### src/rtl/bol_pkg.sv
// shared types and constants for the bounded ordered list
// no dependencies
package bol_pkg;

  localparam int CAPACITY = 16;
  localparam int AW = (CAPACITY > 1) ? $clog2(CAPACITY) : 1;
  localparam int CW = $clog2(CAPACITY + 1);

  typedef enum logic [2:0] {
    REQ_INS_FRONT = 3'd0,
    REQ_INS_END   = 3'd1,
    REQ_INS_POS   = 3'd2,
    REQ_REM_FRONT = 3'd3,
    REQ_REM_END   = 3'd4,
    REQ_DUMP      = 3'd5
  } req_t;

  typedef enum logic [1:0] {
    ST_OK    = 2'd0,
    ST_FULL  = 2'd1,
    ST_EMPTY = 2'd2
  } status_t;

endpackage

### src/rtl/bol_ram.sv
// generic single-port-write, single-port-read ram with registered read
// no dependencies
module bol_ram #(
  parameter int WIDTH = 32,
  parameter int DEPTH = 16
) (
  input  logic                     clk,
  input  logic                     we,
  input  logic [$clog2(DEPTH)-1:0] waddr,
  input  logic [WIDTH-1:0]         wdata,
  input  logic [$clog2(DEPTH)-1:0] raddr,
  output logic [WIDTH-1:0]         rdata
);

  logic [WIDTH-1:0] mem [DEPTH];

  always_ff @(posedge clk) begin
    if (we) mem[waddr] <= wdata;
    rdata <= mem[raddr];
  end

endmodule

### src/rtl/bounded_ordered_list.sv
// bounded ordered list: one ram holds the values as a circular buffer with a head pointer,
// so front and end inserts/removes take no shifting; a position insert shifts the tail
// back one entry at a time (read in S_SHR, write in S_SHW). front/end inserts write the
// ram from idle, removes read via S_RD and S_OUT, dump sends words one by one from S_DUMP.
// one request at a time; the result register frees the input side once taken.
// reset empties the list (count and head cleared); ram contents are not cleared.
module bounded_ordered_list
  import bol_pkg::*;
(
  input  logic                 clk,
  input  logic                 rst,
  input  logic                 in_valid,
  output logic                 in_stall,
  input  logic [2:0]           req_type,
  input  logic signed [31:0]   value,
  input  logic [4:0]           position,
  output logic                 out_valid,
  input  logic                 out_stall,
  output logic signed [31:0]   item_value,
  output logic [1:0]           status,
  output logic                 last,
  output logic [4:0]           count_after
);

  typedef enum logic [2:0] {S_IDLE, S_RD, S_SHR, S_SHW, S_DUMP, S_OUT} state_t;

  state_t        state;
  logic [CW-1:0] count;
  logic [AW-1:0] head;
  logic [CW-1:0] idx;      // logical index being worked on
  logic [CW-1:0] tgt;      // insert target index
  logic [31:0]   val;
  req_t          req;
  logic          dump_wait;

  logic          we;
  logic [AW-1:0] waddr, raddr;
  logic [31:0]   wdata, rdata;

  bol_ram #(.WIDTH(32), .DEPTH(CAPACITY)) u_ram (
    .clk(clk), .we(we), .waddr(waddr), .wdata(wdata), .raddr(raddr), .rdata(rdata)
  );

  // logical index to physical ram address
  function automatic logic [AW-1:0] phys(input logic [AW-1:0] h, input logic [CW-1:0] i);
    logic [CW:0] s;
    s = {{(CW+1-AW){1'b0}}, h} + {1'b0, i};
    if (s >= (CW+1)'(CAPACITY)) s = s - (CW+1)'(CAPACITY);
    return s[AW-1:0];
  endfunction

  logic out_free;
  assign out_free = !out_valid || !out_stall;
  assign in_stall = (state != S_IDLE) || !out_free;

  logic [CW-1:0] pos_c;
  assign pos_c = ({{(CW > 5 ? CW-5 : 0){1'b0}}, position} > count) ? count
                 : CW'(position);

  logic full;
  assign full = (count == CW'(CAPACITY));

  logic [AW-1:0] head_dec;
  assign head_dec = (head == '0) ? AW'(CAPACITY - 1) : head - AW'(1);

  // ram control
  always_comb begin
    we = 1'b0;
    waddr = '0;
    wdata = val;
    raddr = phys(head, idx);
    if (state == S_IDLE && in_valid && out_free && !full) begin
      if (req_type == REQ_INS_FRONT) begin
        we = 1'b1; waddr = head_dec; wdata = value;
      end else if (req_type == REQ_INS_END || (req_type == REQ_INS_POS && pos_c == count)) begin
        we = 1'b1; waddr = phys(head, count); wdata = value;
      end
    end
    if (state == S_SHR) raddr = phys(head, idx - CW'(1));
    if (state == S_SHW) begin
      we = 1'b1;
      waddr = phys(head, idx);
      wdata = (idx == tgt) ? val : rdata;
    end
  end

  logic ovalid_next;
  assign ovalid_next = out_valid && out_stall;

  always_ff @(posedge clk) begin
    if (rst) begin
      state <= S_IDLE;
      count <= '0;
      head <= '0;
      out_valid <= 1'b0;
      dump_wait <= 1'b0;
    end else begin
      if (out_valid && !out_stall) out_valid <= 1'b0;
      unique case (state)
        S_IDLE: if (in_valid && out_free) begin
          req <= req_t'(req_type);
          val <= value;
          item_value <= '0;
          last <= 1'b1;
          status <= ST_OK;
          count_after <= 5'(count);
          case (req_type) inside
            REQ_INS_FRONT, REQ_INS_END, REQ_INS_POS: begin
              if (full) begin
                status <= ST_FULL; out_valid <= 1'b1;
              end else if (req_type == REQ_INS_FRONT) begin
                head <= head_dec; count <= count + CW'(1);
                count_after <= 5'(count + CW'(1)); out_valid <= 1'b1;
              end else if (req_type == REQ_INS_END || pos_c == count) begin
                count <= count + CW'(1);
                count_after <= 5'(count + CW'(1)); out_valid <= 1'b1;
              end else begin
                // shift entries from count-1 down to pos back by one
                tgt <= pos_c; idx <= count; state <= S_SHR;
              end
            end
            REQ_REM_FRONT, REQ_REM_END, REQ_DUMP: begin
              if (count == '0) begin
                status <= ST_EMPTY; out_valid <= 1'b1;
              end else begin
                idx <= (req_type == REQ_REM_END) ? count - CW'(1) : '0;
                state <= (req_type == REQ_DUMP) ? S_DUMP : S_RD;
                dump_wait <= 1'b1;
              end
            end
            default: ;
          endcase
        end
        S_RD: state <= S_OUT;   // ram read in flight
        S_OUT: if (out_free) begin
          item_value <= rdata;
          out_valid <= 1'b1;
          count_after <= 5'(count - CW'(1));
          if (req == REQ_REM_FRONT) head <= phys(head, CW'(1));
          count <= count - CW'(1);
          state <= S_IDLE;
        end
        S_SHR: state <= S_SHW;
        S_SHW: begin
          if (idx == tgt) begin
            count <= count + CW'(1);
            count_after <= 5'(count + CW'(1));
            out_valid <= 1'b1;
            state <= S_IDLE;
          end else begin
            idx <= idx - CW'(1);
            state <= S_SHR;
          end
        end
        S_DUMP: begin
          // address idx is read each cycle; its data arrives in the next cycle
          if (dump_wait) begin
            dump_wait <= 1'b0;
          end else if (out_free) begin
            item_value <= rdata;
            out_valid <= 1'b1;
            last <= (idx == count - CW'(1));
            if (idx == count - CW'(1)) state <= S_IDLE;
            else begin
              idx <= idx + CW'(1);
              dump_wait <= 1'b1;
            end
          end
        end
        default: state <= S_IDLE;
      endcase
      if (state == S_IDLE && !(in_valid && out_free)) out_valid <= ovalid_next;
    end
  end

endmodule
### config.mk
export PLATFORM = sky130hd
export DESIGN_NAME = bounded_ordered_list
export DESIGN_NICKNAME = d
export VERILOG_FILES = /design/src/rtl/bol_pkg.sv /design/src/rtl/bol_ram.sv /design/src/rtl/bounded_ordered_list.sv
export SDC_FILE = /design/constraint.sdc
export NUM_CORES = 1
export LEC_CHECK = 0
export BUFFER_PORTS_ARGS = -buffer_cell sky130_fd_sc_hd__buf_2
export CORE_ASPECT_RATIO = 0.7
export CORE_MARGIN = 2
export CORE_UTILIZATION = 41
export CTS_CLUSTER_SIZE = 20
export DETAILED_ROUTE_END_ITERATION = 8
export PLACE_DENSITY = 0.57
export SLEW_MARGIN = 15
export SYNTH_ARGS = -nofsm -noshare
export SYNTH_HDL_FRONTEND = slang
export SYNTH_SLANG_ARGS = --single-unit
### constraint.sdc
create_clock -name clk -period 9.19 [get_ports clk]
set_input_delay 1.838 -clock clk [delete_from_list [all_inputs] [get_ports clk]]
set_output_delay 1.838 -clock clk [all_outputs]
set_load 0.02 [all_outputs]
Word-level counts from Yosys, hierarchy flattened
Memory sizes are Yosys's and may differ from the RTL's. A register that Yosys moved wholly into a read port is not among the register bits. Index checks and enable logic that the tools add are counted.

Register bits: 99. Memory bits (writable): 512. Input bits: 44. Output and inout port bits: 42. Logic and storage cells: 207. Memories kept: 1.

Memories: u_ram.mem (depth 16, width 32, rd ports 1, clocked after Yosys merged registers in 1, wr ports 1, line bol_ram.sv:15) `logic [WIDTH-1:0] mem [DEPTH];`.

$add $sub $neg: 13. Order comparisons: 5. Equality and inequality tests: 35. Muxes and demuxes: 97. Bitwise logic cells: 4. Reduce and logical (&&, ||, !) cells: 39.

Operators by type and width (count): 2-to-1 mux 32 bit (8); 2-to-1 mux 5 bit (20); case mux 32 bit (3 select lines) (1); 2-to-1 mux 4 bit (16); 2-to-1 mux 3 bit (12); case mux 5 bit (3 select lines) (2); 2-to-1 mux 1 bit (29); inequality test 2 bit (second input constant) (10); subtractor 4 x 1 -> 4 bit (second input constant) (5); adder 4 x 5 -> 6 bit (3); greater-or-equal comparator 6 x 5 -> 1 bit (second input constant) (3); case mux 3 bit (6 select lines) (1); equality test 3 x 2 -> 1 bit (second input constant) (5); equality test 5 bit (3); AND reduction 5 bit (3); AND reduction 7 bit (2); equality test 3 bit (second input constant) (4); AND reduction 12 bit (1); nonzero test 3 bit (4); adder 5 x 1 -> 5 bit (second input constant) (2); inequality test 2 x 1 -> 1 bit (second input constant) (5); AND reduction 10 bit (1); subtractor 5 x 1 -> 5 bit (second input constant) (2); inequality test 3 bit (second input constant) (3); 22 further kinds (48).

Logic depth before layout (Yosys ltp)
Word-level depth: 11. Depth in mapped cells: 11. Depth with buffers taken out: 10.

Hierarchy
From an unflattened synthesis, not the netlist that was laid out.

Cells, all modules: 1517. Area, all modules: 26038.7 um^2.

By module, submodules not included: bol_ram (instances 1, cells an instance 838, area an instance 19835.3 um^2, sequential area each 16015.4 um^2); bounded_ordered_list (instances 1, cells an instance 679, area an instance 6203.4 um^2, sequential area each 2832.7 um^2).

Least setup slack after synthesis
OpenSTA, ideal clock, no wires.

Path type: input port to flip-flop. Start: in position[3]. End: mem u_ram.mem[2][0], enable pin. Setup time: 0.513 ns. Data arrival time: 6.661 ns. Data required time: 8.677 ns. Path slack: 2.016 ns. Cell stages on the path: 8. Path buffers: 1. Cells stage by stage: ha_1 -> and3_1 -> and3_1 -> a21oi_2 -> o21a_1 -> buf_2 -> a22oi_2 -> nor4b_1.

Word-level cells in the longest chain between the ends: 11. Elaborated cells between the ends (all ways): 15. Classes of those cells: order compare (1); eq/ne (1); mux (11); reduce/logical (2).

Ends and longest elaborated chain: start: declaration (line bounded_ordered_list.sv:16) `input logic [4:0] position,`; greater-than comparator 5 bit (line bounded_ordered_list.sv:57) `assign pos_c = ({{(CW > 5 ? CW-5 : 0){1'b0}}, position} > count) ? count`; 2-to-1 mux 5 bit * (line bounded_ordered_list.sv:57); equality test 5 bit * (line bounded_ordered_list.sv:75) `end else if (req_type == REQ_INS_END || (req_type == REQ_INS_POS && pos_c == count)) begin`; logical AND 1 bit * (line bounded_ordered_list.sv:75); logical OR 1 bit * (line bounded_ordered_list.sv:75); 2-to-1 mux 1 bit (line bounded_ordered_list.sv:75); 2-to-1 mux 1 bit (line bounded_ordered_list.sv:73) `if (req_type == REQ_INS_FRONT) begin`; 2-to-1 mux 1 bit (line bounded_ordered_list.sv:72) `if (state == S_IDLE && in_valid && out_free && !full) begin`; 2-to-1 mux 1 bit (line bounded_ordered_list.sv:80) `if (state == S_SHW) begin`; 2-to-1 mux 1 bit (line bol_ram.sv:18) `if (we) mem[waddr] <= wdata;`; 2-to-1 mux 1 bit (not written as such) (line bol_ram.sv:18); end: declaration (line bol_ram.sv:15).

Mark *: on every way between the ends. The rest lies on a longest branch, timed or not.

Worst setup path after layout
Start: in position[3]. End: mem u_ram.mem[8][6], enable pin.

Same word-level chain as after synthesis.

==> flow_metrics.env <==
export IMPL_gp_congestion=0.882
export IMPL_drt_iter0_markers=2098
export IMPL_fin_crit_sh=0.590
export IMPL_cts_resized=0
export IMPL_die_y_um=219
export IMPL_synthTopCellsByArea="edfxtp_1 66%, nand2_1 8.5%, nand3_1 4.9%"
export IMPL_p_comb_frac=0.194
export IMPL_drv_slew=0
export IMPL_startpoint="position[3]"
export IMPL_grtUsageTotal=0.210
export IMPL_routed_wl_um=71700
export IMPL_core_sq_um=64900
export IMPL_wl_met3_um=5190
export IMPL_min_from="dump_wait"
export IMPL_fin_nets=2326
export IMPL_grt_max_degree=182
export IMPL_dpl_instance_area_sq_um=28300
export IMPL_pwr_share_seq=0.457
export IMPL_cts_hold_buffers=0
export IMPL_cts_sinks=643
export IMPL_async_flop_share=0
export IMPL_cap_violations=0
export IMPL_clockPowerShare=0.349
export IMPL_clk_latency_ns=0.63
export IMPL_fmax_mhz=185
export IMPL_post_cts_buffers=0
export IMPL_p_leak_nw=10.7
export IMPL_area_growth_pct=13.3
export IMPL_required_ns=9.44
export IMPL_h_tree_depth=2
export IMPL_synth_edf_count=597
export IMPL_synth_flop_cell="edfxtp_1"
export IMPL_cts_path_max_buffers=3
export IMPL_synth_cell_types=81
export IMPL_syn_area_sq_um=27000
export IMPL_crit_path_end_kind="flop"
export IMPL_wire_per_inst_um=22.5
export IMPL_io_pins=86
export IMPL_drive_above_1_share=0.131
export IMPL_synth_top_cell_area_share=0.665
export IMPL_p_sw_w=0.00231
export IMPL_total_power_w=0.00784
export IMPL_worst_pin_slew_ns=1.16
export IMPL_crit_arrival_ns=5.67
export IMPL_ys_seq_area_frac=0.699
export IMPL_syn_num_nets=2272
export IMPL_antenna_found_initial=0
export IMPL_setup_tns_ns=0
export IMPL_synth_warnings=0
export IMPL_finalHoldViolCount=0
export IMPL_synthCells=2204
export IMPL_ant_nets=0
export IMPL_critical_path_class="input pin to flop"
export IMPL_design_area_sq_um=30500
export IMPL_place_inst=3075
export IMPL_rsz0062_at_grt="false"
export IMPL_die_width_um=310
export IMPL_grt_pass1_vias=16700
export IMPL_slew_headroom=0.228
export IMPL_min_path_type="flop to flop"
export IMPL_synth_top_area_cell="edfxtp_1"
export IMPL_ys_ff_latch=643
export IMPL_grt_pass1_wl_um=106000
export IMPL_rows=78
export IMPL_reg2reg_from="count[3]"
export IMPL_layoutNonFillerInstCount=3190
export IMPL_cts_tree="built"
export IMPL_io_buffers=85
export IMPL_period_needed_ns=5.42
export IMPL_clk_pin_slew_worst_paths_ns=0.06
export IMPL_cts_root_buffer="clkbuf_16"
export IMPL_cts_buffers=61
export IMPL_final_util=0.471
export IMPL_num_antenna_cells=0
export IMPL_wl_met2_um=32600
export IMPL_fin_worst_skew_ns=0.0207
export IMPL_syn_area_per_cell_sq_um=12.2
export IMPL_top_signal_layer_used="met4"
export IMPL_finalSetupViolations=0
export IMPL_grt_ovfl_total=0
export IMPL_powerDensity_nw_per_um2=257
export IMPL_via_count=17500
export IMPL_p_int_w=0.00553
export IMPL_drt_first_pass_iters=7
export IMPL_start_util=0.415
export IMPL_critical_path_startpoint_type="input pin"
export IMPL_path_max_fanout=36
export IMPL_viasPerCell=5.49
export IMPL_swShare=0.294
export IMPL_status="finished clean"
export IMPL_drc=0
export IMPL_wl_met1_um=32700
export IMPL_fp_dieArea_sq_um=67900
export IMPL_dpl_hpwl_um=36600
export IMPL_max_vdd_ir_drop_v=0.000143
[metrics by stage]
| stage | hold slack [ns] | setup WS, ns |
|---|---|---|
| floorplan | 0.508 | 2.02 |
| global placement | 0.543 | 3.28 |
| detailed placement | 0.537 | 3.19 |
| CTS | 0.545 | 3.84 |
| global route | 0.600 | 3.69 |
| finish | 0.557 | 3.77 |
[worst max-delay path: stages]
cell	delay [ns]
buf_2	0.12
ha_1	0.30
a21o_1	0.17
a21oi_2	0.34
a21oi_2	0.21
o21ai_4	0.17
buf_4	0.59
o22ai_2	0.37
nor3_2	0.83
buf_4	0.67
[metal layers]
layer	vias to the layer above	track usage
li1	8118	-
met1	8660	0.308
met2	660	0.324
met3	73	0.0369
met4	0	0.0533
met5	-	0
[power groups by stage]
stage / clock, W / combinational [W] / sequential (W)
floorplan: 0 / 0.00106 / 0.00360
global placement: 0 / 0.00149 / 0.00364
detailed placement: 0 / 0.00151 / 0.00364
CTS: 0.00279 / 0.00152 / 0.00358
global route: 0.00290 / 0.00167 / 0.00359
finish: 0.00273 / 0.00152 / 0.00358
[layout make-up]
type / instances / area [sq um]
clock inverter: 37 / 508
sequential: 643 / 18800
inverter: 50 / 188
fill: 5740 / 34400
multi-input combinational: 1382 / 7480
clock buffer: 78 / 1700
timing repair buffer: 120 / 713
tap: 880 / 1100
[final timing paths]
path,depth (start not counted),end,slack (ns)
worst max register to register,10,u_ram.mem[8][6],3.99
worst max-delay path,10,u_ram.mem[8][6],3.77
worst min-delay path,2,dump_wait,0.56
worst min register to register,2,dump_wait,0.56
[Yosys cell counts (7+ instances only)]
library cell and number:
a21o_1 7, a21oi_1 89, and2_1 8, buf_2 94
buf_4 11, clkbuf_1 18, dfxtp_1 46, edfxtp_1 597
ha_1 21, inv_1 50, mux2i_1 37, nand2_1 612
nand3_1 266, nand4_1 66, nor2_1 29, nor2b_1 9
nor3_1 20, o21ai_0 18, o22ai_1 38, xnor2_1 22
[registers in the layout, summed over array words and instances, names as in the netlist]
name,count
dump_wait,1
state,3
u_ram.rdata,32
last,1
req,3
out_valid,1
u_ram.mem,512
tgt,5
val,32
head,4
idx,5
item_value,32
count,5
status,2
count_after,5
[cells in the final DEF, fill, tap and decap left out, types with 21 or more instances in the layout]
cell type | netlist | routed
buf_2 | 94 | 85
nand3_1 | 266 | 266
edfxtp_1 | 597 | 597
clkbuf_16 | 0 | 62
xnor2_1 | 22 | 21
nand4_1 | 66 | 66
o22ai_1 | 38 | 38
buf_4 | 11 | 33
dfxtp_1 | 46 | 46
inv_1 | 50 | 50
nor2_1 | 29 | 29
a21oi_1 | 89 | 82
ha_1 | 21 | 21
nand2_1 | 612 | 611
mux2i_1 | 37 | 37
[cells by family (layout without fill, tap and decap cells)]
family	Yosys count	count (layout)	share of synthesized area
simple gates	1061	1061	0.177
compound gates	225	225	0.0540
flops	643	643	0.699
buf+inv	179	285	0.0311
fa+ha+maj	24	24	0.0120
mux	42	42	0.0160
xor+xnor	30	30	0.0106
Note: power is estimated with default switching activity, not from simulation.
